$ cat src/sv/vau_pkg.sv
// Package for the 3-vector arithmetic unit: opcodes, payload words, stage
// record and the saturation helper. No dependencies.
package vau_pkg;

    localparam int FRAC_BITS = 16;
    localparam int WORD_BITS = 32;
    localparam int DATA_W    = 32;
    localparam int PROD_W    = 2 * DATA_W;
    localparam int WIDE      = PROD_W + 4;
    // one quotient bit (and one root bit) per iteration stage
    localparam int ITER      = DATA_W + FRAC_BITS;

    localparam logic [3:0] OP_COPY  = 4'd0;
    localparam logic [3:0] OP_NEG   = 4'd1;
    localparam logic [3:0] OP_ADD   = 4'd2;
    localparam logic [3:0] OP_SUB   = 4'd3;
    localparam logic [3:0] OP_DOT   = 4'd4;
    localparam logic [3:0] OP_SCALE = 4'd5;
    localparam logic [3:0] OP_CROSS = 4'd6;
    localparam logic [3:0] OP_DIV   = 4'd7;
    localparam logic [3:0] OP_MAG   = 4'd8;
    localparam logic [3:0] OP_EQ    = 4'd9;
    localparam logic [3:0] OP_NE    = 4'd10;
    localparam logic [3:0] OP_LT    = 4'd11;
    localparam logic [3:0] OP_GT    = 4'd12;
    localparam logic [3:0] OP_LE    = 4'd13;
    localparam logic [3:0] OP_GE    = 4'd14;

    typedef logic signed [WIDE-1:0] t_wide;

    localparam t_wide SAT_HI = (t_wide'(1) <<< (WORD_BITS - 1)) - t_wide'(1);
    localparam t_wide SAT_LO = -SAT_HI - t_wide'(1);

    typedef struct packed {
        logic [3:0]               op;
        logic signed [DATA_W-1:0] a_x;
        logic signed [DATA_W-1:0] a_y;
        logic signed [DATA_W-1:0] a_z;
        logic signed [DATA_W-1:0] b_x;
        logic signed [DATA_W-1:0] b_y;
        logic signed [DATA_W-1:0] b_z;
        logic signed [DATA_W-1:0] scalar_in;
    } t_in;

    typedef struct packed {
        logic signed [DATA_W-1:0] r_x;
        logic signed [DATA_W-1:0] r_y;
        logic signed [DATA_W-1:0] r_z;
        logic signed [DATA_W-1:0] r_scalar;
        logic                     compare_true;
        logic                     overflow;
        logic                     div_by_zero;
    } t_out;

    // record carried through the divide / square-root stages
    typedef struct packed {
        logic [3:0]                 op;
        logic [DATA_W-1:0]          res_x;
        logic [DATA_W-1:0]          res_y;
        logic [DATA_W-1:0]          res_z;
        logic [DATA_W-1:0]          res_s;
        logic                       cmp;
        logic                       ov;
        logic                       dz;
        logic [2:0][ITER-1:0]       dvd;
        logic [2:0][ITER-1:0]       quo;
        logic [2:0][DATA_W-1:0]     prem;
        logic [2:0]                 neg;
        logic [DATA_W-1:0]          dvs;
        logic [2*ITER-1:0]          rad;
        logic [ITER+1:0]            rem;
        logic [ITER-1:0]            root;
    } t_iter;

    // clamp to the signed WORD_BITS range; msb of the result is the overflow flag
    function automatic logic [DATA_W:0] sat(input t_wide v);
        if (v > SAT_HI) begin
            return {1'b1, SAT_HI[DATA_W-1:0]};
        end else if (v < SAT_LO) begin
            return {1'b1, SAT_LO[DATA_W-1:0]};
        end else begin
            return {1'b0, v[DATA_W-1:0]};
        end
    endfunction

endpackage

$ cat src/sv/vau_step.sv
// One iteration stage: a restoring divide step on three lanes and one
// square-root digit step. Depends on vau_pkg.
module vau_step (
    input  logic          i_clk,
    input  logic          i_rst_n,
    input  logic          i_en,
    input  logic          i_vld,
    input  vau_pkg::t_iter i_st,
    output logic          o_vld,
    output vau_pkg::t_iter o_st
);
    import vau_pkg::*;

    t_iter             n_st;
    t_iter             r_st;
    logic              r_vld;
    logic [DATA_W:0]   pw;
    logic [DATA_W:0]   pd;
    logic [ITER+3:0]   rw;
    logic [ITER+3:0]   rt;
    logic [ITER+3:0]   rd;

    always_comb begin
        n_st = i_st;
        pw   = '0;
        pd   = '0;
        // divide: bring down one dividend bit, subtract the divisor if it fits
        for (int c = 0; c < 3; c++) begin
            pw = {i_st.prem[c], i_st.dvd[c][ITER-1]};
            pd = pw - {1'b0, i_st.dvs};
            if (pw >= {1'b0, i_st.dvs}) begin
                n_st.prem[c] = pd[DATA_W-1:0];
                n_st.quo[c]  = {i_st.quo[c][ITER-2:0], 1'b1};
            end else begin
                n_st.prem[c] = pw[DATA_W-1:0];
                n_st.quo[c]  = {i_st.quo[c][ITER-2:0], 1'b0};
            end
            n_st.dvd[c] = {i_st.dvd[c][ITER-2:0], 1'b0};
        end
        // square root: bring down two radicand bits, try root*4+1
        rw = {i_st.rem, i_st.rad[2*ITER-1 -: 2]};
        rt = {2'b00, i_st.root, 2'b01};
        rd = rw - rt;
        if (rw >= rt) begin
            n_st.rem  = rd[ITER+1:0];
            n_st.root = {i_st.root[ITER-2:0], 1'b1};
        end else begin
            n_st.rem  = rw[ITER+1:0];
            n_st.root = {i_st.root[ITER-2:0], 1'b0};
        end
        n_st.rad = {i_st.rad[2*ITER-3:0], 2'b00};
    end

    always_ff @(posedge i_clk) begin
        if (!i_rst_n) begin
            r_vld <= 1'b0;
        end else if (i_en) begin
            r_vld <= i_vld;
        end
    end

    always_ff @(posedge i_clk) begin
        if (i_en) begin
            r_st <= n_st;
        end
    end

    assign o_vld = r_vld;
    assign o_st  = r_st;

endmodule

$ cat config.mk
export PLATFORM = sky130hd
export DESIGN_NAME = vau_step
export DESIGN_NICKNAME = d
export VERILOG_FILES = /design/src/sv/vau_pkg.sv /design/src/sv/vau_step.sv
export SDC_FILE = /design/constraint.sdc
export NUM_CORES = 1
export LEC_CHECK = 0
export BUFFER_PORTS_ARGS = -buffer_cell sky130_fd_sc_hd__buf_2
export CAP_MARGIN = 20
export CORE_AREA = 2 2 592 594
export CTS_BUF_LIST = sky130_fd_sc_hd__clkbuf_16
export DETAILED_ROUTE_END_ITERATION = 8
export DIE_AREA = 0 0 594 596
export PLACE_DENSITY_LB_ADDON = 0.3
export SLEW_MARGIN = 10
export SYNTH_ARGS = -nofsm -noshare
export SYNTH_HDL_FRONTEND = slang
export SYNTH_SLANG_ARGS = --single-unit
$ cat constraint.sdc
create_clock -name i_clk -period 11.52 [get_ports i_clk]
set_clock_uncertainty 0.1 [all_clocks]
set_input_delay 1.728 -clock i_clk [delete_from_list [all_inputs] [get_ports i_clk]]
set_output_delay 1.728 -clock i_clk [all_outputs]
set_load 0.02 [all_outputs]
==> Yosys cells after proc, flatten, opt, wreduce, memory -nomap -nowiden <==
Index checks and enable logic that the tools add are counted.
{ "totals": {"elab_cells": 38, "input_bits": 752, "out_inout_bits": 749, "regBits": 744} }
{ "op_classes": {"add_sub_neg": 4, "n_mux": 7, "order_cmp": 4} }
{ "ops": {"columns": ["operator", "count"], "rows": [
  ["33-bit by 32-bit >= comparator with 1-bit output", 3],
  ["98-bit 2-to-1 mux", 1],
  ["32-bit 2-to-1 mux", 3],
  ["32-bit subtractor", 3],
  ["52-bit by 50-bit >= comparator with 1-bit output", 1],
  ["50-bit subtractor", 1],
  ["1-bit 2-to-1 mux", 3]
]} }

==> Longest topological paths before layout <==
Gate-level depths: netlist of the first run.
{ "logic_depth": {"depth_word": 2, "ltp_mapped": 16} }

==> Least setup slack after synthesis of the first run <==
OpenSTA, ideal clock, no wires.
{ "synth_timing": {"path_type": "input -> register", "start": "input i_st[204] (netlist name)", "end": "register r_st (netlist bit o_st[285]) (data pin)", "setup_ps": 260, "arrival_ps": 4459, "slack_ps": 6702, "required_time_ps": 11160, "path_buffers": 2, "stages": 15, "cell_sequence": "inv_1 -> ha_1 -> clkbuf_1 -> a21oi_1 -> a21boi_0 -> o21ai_0 -> nor3b_1 -> nand2_1 -> a21oi_1 -> a221oi_1 -> a21oi_1 -> nor2b_1 -> o21ai_1 -> buf_2 -> mux2_2"} }
{ "synth_rtl": {"columns": ["element", "line", "rtl"], "rows": [
  ["from (decl)", "vau_step.sv:8", "input vau_pkg::t_iter i_st,"],
  ["to (signal assigned)", "vau_step.sv:64", "r_st <= n_st;"],
  ["to (decl)", "vau_step.sv:15", "t_iter r_st;"]
]} }

==> flow_summary.toml, run 1 <==
[synthesis]
async_flop_share_pct = 0
yosysWarnings = 0
yosys-top-cells-area = "edfxtp_1 70%, ha_1 5.7%, a21oi_1 3.1%"
synthTopCellsByCount = "743 x edfxtp_1, 200 x a21oi_1, 146 x ha_1"
synth_area_leader_cell = "edfxtp_1"
synth.most_common_cell = "edfxtp_1"
synth_area_per_cell_um2 = 14.6
synthCells = 2184
ys_dominant_reg_cell = "edfxtp_1"
mappedNetlistArea_um2 = 31900
yosysSeqAreaShare_pct = 70.1
synth_enable_flop_cells = 743
ys_types = 73
synth_seq_cells = 744
yosys.area.top_type_share_pct = 70.0

[critical_path]
cp_cell_sequence = "buf_2 -> inv_1 -> ha_1 -> nand2b_1 -> a21oi_1 -> a211oi_2 -> a31oi_4 -> a41oi_4 -> a311oi_2 -> a31oi_1 -> o31a_1 -> o21ai_4 -> buf_4 -> nor2_1 -> a21oi_1"
crit_type = "input pin to register"
reg2reg_slack_ns = 10.81
rr_worst_depth = 2
cp_slowest_cell = "buf_4"
worstReg2RegEnd = "o_vld$_SDFFE_PN0P_"
start_kind = "input pin"
cp_common_cell = "a21oi_1"
critPathCaptureType = "register"
max_stage_delay_ns = 0.50
r2r_start = "o_vld$_SDFFE_PN0P_"
crit_fanout = 42
required_ns = 11.95
cp.arrival_ns = 6.09

[clock_network]
cts_tree = "yes"
insertion_delay_ns = 0.77
cts.path.max_buffers = 4
cts_sinks = 744
clk_pin_slew_worst_paths_ns = 0.05
post_cts_buffers = 0
h-tree-depth = 3
cts-buffers-inserted = 109
post_cts_resized = 0
cts-root-buf = "clkbuf_16"
hold_buffers = 0

[placement]
dp_slack_ns = 5.02
io_buffers = 1492
hpwlAfterDp_mm = 234
place_congestion = 0.952

[min_path]
hold_path.startpoint = "o_vld$_SDFFE_PN0P_"
hp-class = "register to register"
worstHoldEndpoint = "o_vld$_SDFFE_PN0P_"
holdPathStages = 2

[job]
maxCapViolations = 0

[pwr]
ir_drop_mv = 0.126
total_leakage_power_nw = 19.6
p_total_w = 0.00861
power_density_nw_per_um2 = 177

[detailed_routing]
drt-wirelength-per-cell_um = 31.6
drt_iter0_drc = 2094
vias_per_cell = 3.22
antenna_left = 0
routed_wl_mm = 269
route.detailed.drc = 0
vias = 27353
firstDrtPassIters = 7

[floorplan]
dieArea_um2 = 354000
rows = 217
dieWidth_um = 594
coreArea_um2 = 348000
pin_count = 1501
die_h_um = 596
start_util_pct = 9.16

[sta]
finalMaxSlewViolations = 0
fin_crit_sh_pct = 49.1
fmax_mhz = 177
layout_min_cycle_time_ns = 5.66
setup_violations = 0
relSlewSlack_pct = 20.7
hold_viol_final = 0
rsz0062_at_grt = "false"
layout_setup_ws_ns = 5.86
tightest_slew_ns = 1.19
finalSetupTns_ns = 0

[global_route]
grt_overflow_total = 0
grt_pass1_wl_mm = 325
antenna_found_initial = 217
grt_max_degree = 153
grt_pass1_vias = 26698
gr-usage-all-layers_pct = 14.5

[finish]
num-nets-final = 4658
drive_above_1_share_pct = 45.3
fillers = 39288
synthToLayoutAreaGrowth_pct = 52.7

[outcome]
run_status = "completed"
-- per-stage QoR --
step | hold WS, ns | std cells | area, um^2 | util, %
6_report | 0.440 | 8496 | 48600 | 14.0
5_1_grt | 0.517 | 8467 | 48600 | 14.0
4_1_cts | 0.442 | 8439 | 48500 | 13.9
3_5_place_dp | 0.431 | 8245 | 45000 | 13.0
3_3_place_gp | 0.402 | 8245 | 45000 | 13.0
2_1_floorplan | 0.489 | 2188 | 31900 | -
-- critical path, delay by kind of cell --
kind,cells,cell delay (ns)
adder cells (fa/ha/maj),1,0.47
buffers and inverters,3,1.07
AND/OR/NAND/NOR,2,0.16
AO/OA/AOI/OAI,9,2.59
-- worst max path at each step --
stage          slack [ns]  startpoint  depth (start not counted)             endpoint
4_1_cts              5.91   i_st[195]                         15  o_st[294]$_DFFE_PP_
3_5_place_dp         5.02   i_st[197]                         15  o_st[294]$_DFFE_PP_
5_1_grt              5.64   i_st[195]                         15  o_st[294]$_DFFE_PP_
2_1_floorplan        6.70   i_st[204]                         15  o_st[285]$_DFFE_PP_
6_report             5.86   i_st[195]                         15  o_st[294]$_DFFE_PP_
3_3_place_gp         5.00   i_st[195]                         15  o_st[294]$_DFFE_PP_
-- cells by family (layout without fill, tap and decap cells) --
| family | after synthesis | in the layout | synth area share [%] |
|---|---|---|---|
| other | 1 | 62 | 0.0118 |
| and+or+nand+nor | 420 | 420 | 6.26 |
| DFF | 744 | 744 | 70.1 |
| adders and majority gates | 149 | 149 | 5.92 |
| buffers and inverters | 179 | 1831 | 2.25 |
| AOI/OAI and AO/OA | 506 | 506 | 9.91 |
| xor gates and xnor gates | 124 | 124 | 3.41 |
| muxes | 61 | 61 | 2.13 |
-- power breakdown --
group | internal, W | switching (W)
clock | 0.00192 | 0.00145
sequential | 0.00330 | 0.000140
combinational | 0.000518 | 0.00129
total | 0.00573 | 0.00288
-- layout by cell type, fill, tap and decap left out, drive strengths merged, types with 21 or more instances in the layout --
cell / instances
clkbuf: 109
ha: 146
o21a: 25
o21ai: 99
nand3: 40
nor2: 134
nand4: 21
a21o: 65
nand2: 107
clkinv: 45
xor2: 48
edfxtp: 743
xnor2: 76
a21oi: 200
inv: 151
mux2: 55
buf: 1510
nor2b: 22
diode: 57
-- registers in the layout (all words and copies together), names as in the netlist --
signal and count:
o_vld 1, o_st 743
-- layer usage --
metal / vias up / track usage [%] / share of wire (%) / wire length (um)
li1: 11521 / - / - / -
met1: 13770 / 15.4 / 36 / 95700
met2: 1629 / 26.1 / 51 / 136000
met3: 387 / 5.79 / 10 / 27000
met4: 46 / 4.62 / 3.5 / 9430
met5: - / 0 / 0.12 / 310
-- layout make-up --
class                           count  area [um^2]  area share (%)
Antenna cell                       57          143           0.293
Clock buffer                      109         2730            5.61
Clock inverter                     85          707            1.45
Inverter                          127          477           0.980
Multi-Input combinational cell   1265         8840            18.2
Sequential cell                   744        22300            45.9
Tap cell                         4599         5750            11.8
Timing Repair Buffer             1510         7650            15.7
(Power assumes the default switching activity.)
==> run 2, diff against run 1 <==
--- a/config.mk
+++ b/config.mk
@@ -7,10 +7,10 @@
 export LEC_CHECK = 0
 export BUFFER_PORTS_ARGS = -buffer_cell sky130_fd_sc_hd__buf_2
 export CAP_MARGIN = 20
-export CORE_AREA = 2 2 592 594
+export CORE_AREA = 2 2 580 582
 export CTS_BUF_LIST = sky130_fd_sc_hd__clkbuf_16
 export DETAILED_ROUTE_END_ITERATION = 8
-export DIE_AREA = 0 0 594 596
+export DIE_AREA = 0 0 582 584
 export PLACE_DENSITY_LB_ADDON = 0.3
 export SLEW_MARGIN = 10
 export SYNTH_ARGS = -nofsm -noshare
==> constraint.sdc (replaced) <==
create_clock -name i_clk -period 5.1 [get_ports i_clk]
set_clock_uncertainty 0.1 [all_clocks]
set_input_delay 0.765 -clock i_clk [delete_from_list [all_inputs] [get_ports i_clk]]
set_output_delay 0.765 -clock i_clk [all_outputs]
set_load 0.02 [all_outputs]
==> flow_summary.toml, run 2 (synthesis gave the netlist of run 1 again) <==
[outcome]
run_status = "completed"

[global_route]
grt_overflow_total = 0
antenna_found_initial = 165
grt_pass1_vias = 28769
grt_pass1_wl_mm = 311
grt_max_degree = 100
gr-usage-all-layers_pct = 14.1

[critical_path]
critPathCaptureType = "register"
path_delay_family = "compound AO/OA/AOI/OAI gates"
cp_slowest_cell = "dlygate4sd3_1"
crit_start = "i_st[6]"
required_ns = 5.50
r2r_start = "o_vld$_SDFFE_PN0P_"
start_kind = "input pin"
cp.arrival_ns = 4.93
crit_fanout = 7
crit_type = "input pin to register"
reg2reg_slack_ns = 4.37
rr_worst_depth = 2
critPathBufInv = 4
worstReg2RegEnd = "o_vld$_SDFFE_PN0P_"
cp_cell_sequence = "dlygate4sd3_1 -> buf_2 -> inv_1 -> ha_1 -> a21oi_1 -> o21ai_0 -> a311oi_1 -> buf_4 -> nand4b_1 -> a311o_1 -> a31oi_1 -> nor2b_1 -> a41oi_1 -> xnor2_1 -> mux2_2"
max_stage_delay_ns = 0.66

[clock_network]
hold_buffers = 515
h-tree-depth = 3
post_cts_resized = 0
insertion_delay_ns = 0.76
post_cts_buffers = 0
cts_tree = "yes"
cts-buffers-inserted = 106
cts_sinks = 744
clk_pin_slew_worst_paths_ns = 0.06
cts-root-buf = "clkbuf_16"
cts.path.max_buffers = 4

[floorplan]
die_h_um = 584
dieWidth_um = 582
pin_count = 1501
coreArea_um2 = 333000
dieArea_um2 = 340000
start_util_pct = 9.57
rows = 212

[sta]
finalMaxSlewViolations = 0
layout_min_cycle_time_ns = 4.53
tightest_slew_ns = 0.970
hold_viol_final = 0
finalSetupTns_ns = 0
setup_violations = 0
relSlewSlack_pct = 35.4
layout_setup_ws_ns = 0.571
fin_crit_sh_pct = 88.8
fmax_mhz = 221
rsz0062_at_grt = "false"

[detailed_routing]
routed_wl_mm = 253
vias_per_cell = 3.27
vias = 28926
drt_iter0_drc = 2159
drt-wirelength-per-cell_um = 28.6
antenna_left = 0
route.detailed.drc = 0
firstDrtPassIters = 5

[finish]
fillers = 37096
synthToLayoutAreaGrowth_pct = 69.3
fin_area_um2 = 53900
finish.utilization_pct = 16.2
num-nets-final = 5226
largest_register_ffs = 743
final_common_cell = "buf_2"
final_cell_mix = "1,491 x buf_2, 743 x edfxtp_1, 515 x dlygate4sd3_1"
drive_above_1_share_pct = 40.8

[min_path]
hold_path.startpoint = "i_st[101]"
worstHoldEndpoint = "o_st[103]$_DFFE_PP_"
hp-class = "input pin to register"
holdPathStages = 1

[placement]
hpwlAfterDp_mm = 217
placed_cell_area_um2 = 45300
io_buffers = 1492
dp_slack_ns = 0.322
place_congestion = 0.943

[pwr]
total_leakage_power_nw = 22.0
ir_drop_mv = 0.253
power_density_nw_per_um2 = 364

[job]
maxCapViolations = 0
-- run 2: cell types whose count changed in the layout (fill, tap and decap cells not counted), sizes merged, moves of 3 or more --
cell / previous run / this run
diode: 57 / 43
buf: 1510 / 1566
dlygate4sd3: 0 / 515
clkinvlp: 7 / 10
clkinv: 45 / 40
clkbuf: 109 / 106
-- run 2: worst max path at each step --
stage / endpoint / slack, ns / depth (start not counted)
floorplan: o_st[285]$_DFFE_PP_ / 1.24 / 15
global placement: o_st[241]$_DFFE_PP_ / 0.16 / 13
detailed placement: o_st[257]$_DFFE_PP_ / 0.32 / 15
CTS: o_st[291]$_DFFE_PP_ / 0.67 / 16
global route: o_st[91]$_DFFE_PP_ / 0.39 / 15
finish: o_st[91]$_DFFE_PP_ / 0.57 / 15
-- run 2: layout make-up --
cell class,instances,area [um^2],area share [%]
Inverter,127,477,0.884
Clock inverter,83,712,1.32
Tap cell,4387,5490,10.2
Antenna cell,43,108,0.200
Sequential cell,744,22300,41.4
Clock buffer,106,2650,4.92
Timing Repair Buffer,2081,13300,24.7
Multi-Input combinational cell,1265,8840,16.4
-- run 2: per-layer routing --
metal	global-route usage, %	part of all wire [%]
met4	4.07	3.5
met3	5.47	9.5
met2	25.0	49
met1	15.6	37
met5	0	0.098
-- run 2: power by group --
group / switching, W / internal (W) / total, W / leakage (nW)
combinational: 0.00297 / 0.00149 / 0.00446 / 13.0
clock: 0.00323 / 0.00421 / 0.00744 / 1.68
sequential: 0.000272 / 0.00744 / 0.00772 / 7.28
total: 0.00647 / 0.0131 / 0.0196 / 22.0
-- run 2: through the flow --
stage	hold slack (ns)	std cells	total power [W]
detailed placement	0.455	8089	0.0120
CTS	0.000488	8793	0.0201
global placement	0.405	8088	0.0120
global route	0.0238	8805	0.0204
finish	0.0801	8836	0.0196
floorplan	0.489	2188	0.00957
==> run 3, diff against run 2 <==
--- a/config.mk
+++ b/config.mk
@@ -11,6 +11,7 @@
 export CTS_BUF_LIST = sky130_fd_sc_hd__clkbuf_16
 export DETAILED_ROUTE_END_ITERATION = 8
 export DIE_AREA = 0 0 582 584
+export MAX_ROUTING_LAYER = met4
 export PLACE_DENSITY_LB_ADDON = 0.3
 export SLEW_MARGIN = 10
 export SYNTH_ARGS = -nofsm -noshare
==> flow_summary.toml, run 3 (synthesis gave the netlist of run 1 again) <==
[outcome]
run_status = "completed"

[critical_path]
worstReg2RegEnd = "o_vld$_SDFFE_PN0P_"
critPathCaptureType = "register"
required_ns = 5.50
start_kind = "input pin"
crit_start = "i_st[6]"
cp.arrival_ns = 5.08
r2r_start = "o_vld$_SDFFE_PN0P_"
crit_path_end = "o_st[91]$_DFFE_PP_"
crit_fanout = 7
rr_worst_depth = 2
reg2reg_slack_ns = 4.40
crit_type = "input pin to register"

[floorplan]
rows = 212
dieArea_um2 = 340000
dieWidth_um = 582
die_h_um = 584
start_util_pct = 9.57
coreArea_um2 = 333000
pin_count = 1501

[placement]
hpwlAfterDp_mm = 219
dp_slack_ns = 0.234
io_buffers = 1492
place_congestion = 0.942

[pwr]
ir_drop_mv = 0.247
total_leakage_power_nw = 22.1
power_density_nw_per_um2 = 369
combPwrFrac_pct = 22.7
p_switching_w = 0.00655
p_seq_share_pct = 38.6
switching_share_pct = 32.8
p_int_w = 0.0134
clock_power_share_pct = 38.7

[finish]
final_common_cell = "buf_2"
synthToLayoutAreaGrowth_pct = 69.9
finish.utilization_pct = 16.3
drive_above_1_share_pct = 40.6
largest_register_ffs = 743
fillers = 37127
num-nets-final = 5237
final_cell_mix = "1,491 x buf_2, 743 x edfxtp_1, 522 x dlygate4sd3_1"

[clock_network]
cts_tree = "yes"
cts.path.max_buffers = 4
cts-buffers-inserted = 108
insertion_delay_ns = 0.74
clk_pin_slew_worst_paths_ns = 0.06
h-tree-depth = 3
post_cts_resized = 0
hold_buffers = 522
cts-root-buf = "clkbuf_16"
post_cts_buffers = 0
cts_sinks = 744

[global_route]
grt_max_degree = 106
grt_pass1_vias = 29008
antenna_found_initial = 132
gr-usage-all-layers_pct = 14.7
grt_overflow_total = 0
grt_pass1_wl_mm = 315

[sta]
finalSetupTns_ns = 0
hold-worst-slack_ns = 0.0885
layout_min_cycle_time_ns = 4.68
setup_violations = 0
hold_viol_final = 0
relSlewSlack_pct = 40.3
fmax_mhz = 214
tightest_slew_ns = 0.893
layout_setup_ws_ns = 0.421
finalMaxSlewViolations = 0
fin_crit_sh_pct = 91.7
rsz0062_at_grt = "false"

[detailed_routing]
vias = 28683
antenna_left = 0
drt-wirelength-per-cell_um = 28.8
route.detailed.drc = 0
drt_iter0_drc = 1896
vias_per_cell = 3.25
routed_wl_mm = 255
firstDrtPassIters = 5

[min_path]
hp-class = "input pin to register"

[job]
maxCapViolations = 0
## run 3: critical path: stages
cell and delay, ns:
dlygate4sd3_1 0.68, buf_2 0.17, inv_1 0.04, ha_1 0.39
a21oi_1 0.25, o21ai_0 0.19, a311oi_1 0.40, buf_4 0.20
nand4b_1 0.26, a311o_1 0.46, a31oi_1 0.41, nor2b_1 0.15
a41oi_1 0.28, xnor2_1 0.10, mux2_2 0.33
## run 3: area by class of cell
class	count	area, um^2	share of cell area (%)
flip-flops and latches	744	22300	41.3
well taps	4387	5490	10.1
diodes	31	77.6	0.143
clock inverters	86	795	1.47
inverters	127	477	0.881
multi-input cells	1265	8840	16.3
repair buffers	2090	13400	24.8
clock buffers	108	2700	4.99
## run 3: power by group through the flow
stage / registers, W / clock network (W) / logic [W]
floorplan: 0.00848 / 0 / 0.00109
CTS: 0.00772 / 0.00806 / 0.00465
global route: 0.00776 / 0.00821 / 0.00479
detailed placement: 0.00781 / 0 / 0.00423
global placement: 0.00783 / 0 / 0.00426
finish: 0.00770 / 0.00772 / 0.00453
## run 3: stage by stage
stage / power (W) / cells / cell area [um^2]
5_1_grt: 0.0208 / 8825 / 54100
4_1_cts: 0.0204 / 8807 / 54000
6_report: 0.0199 / 8838 / 54100
3_5_place_dp: 0.0120 / 8091 / 45300
2_1_floorplan: 0.00957 / 2188 / 31900
3_3_place_gp: 0.0121 / 8091 / 45300
## run 3: routing by layer
layer	GRT usage [%]	routed length [um]	vias up
met1	16.7	101000	14281
li1	-	-	12641
met5	-	0	-
met2	25.5	127000	1402
met3	3.88	18400	359
met4	3.95	7980	0
## run 3: how the worst min path moves through the flow
stage / cells past startpoint / end / from
after floorplan: 2 / o_vld$_SDFFE_PN0P_ / o_vld$_SDFFE_PN0P_
after global placement: 2 / o_vld$_SDFFE_PN0P_ / o_vld$_SDFFE_PN0P_
after global routing: 1 / o_st[729]$_DFFE_PP_ / i_st[729]
final: 1 / o_st[535]$_DFFE_PP_ / i_st[534]
after CTS: 1 / o_st[213]$_DFFE_PP_ / i_st[213]
after detailed placement: 2 / o_vld$_SDFFE_PN0P_ / o_vld$_SDFFE_PN0P_
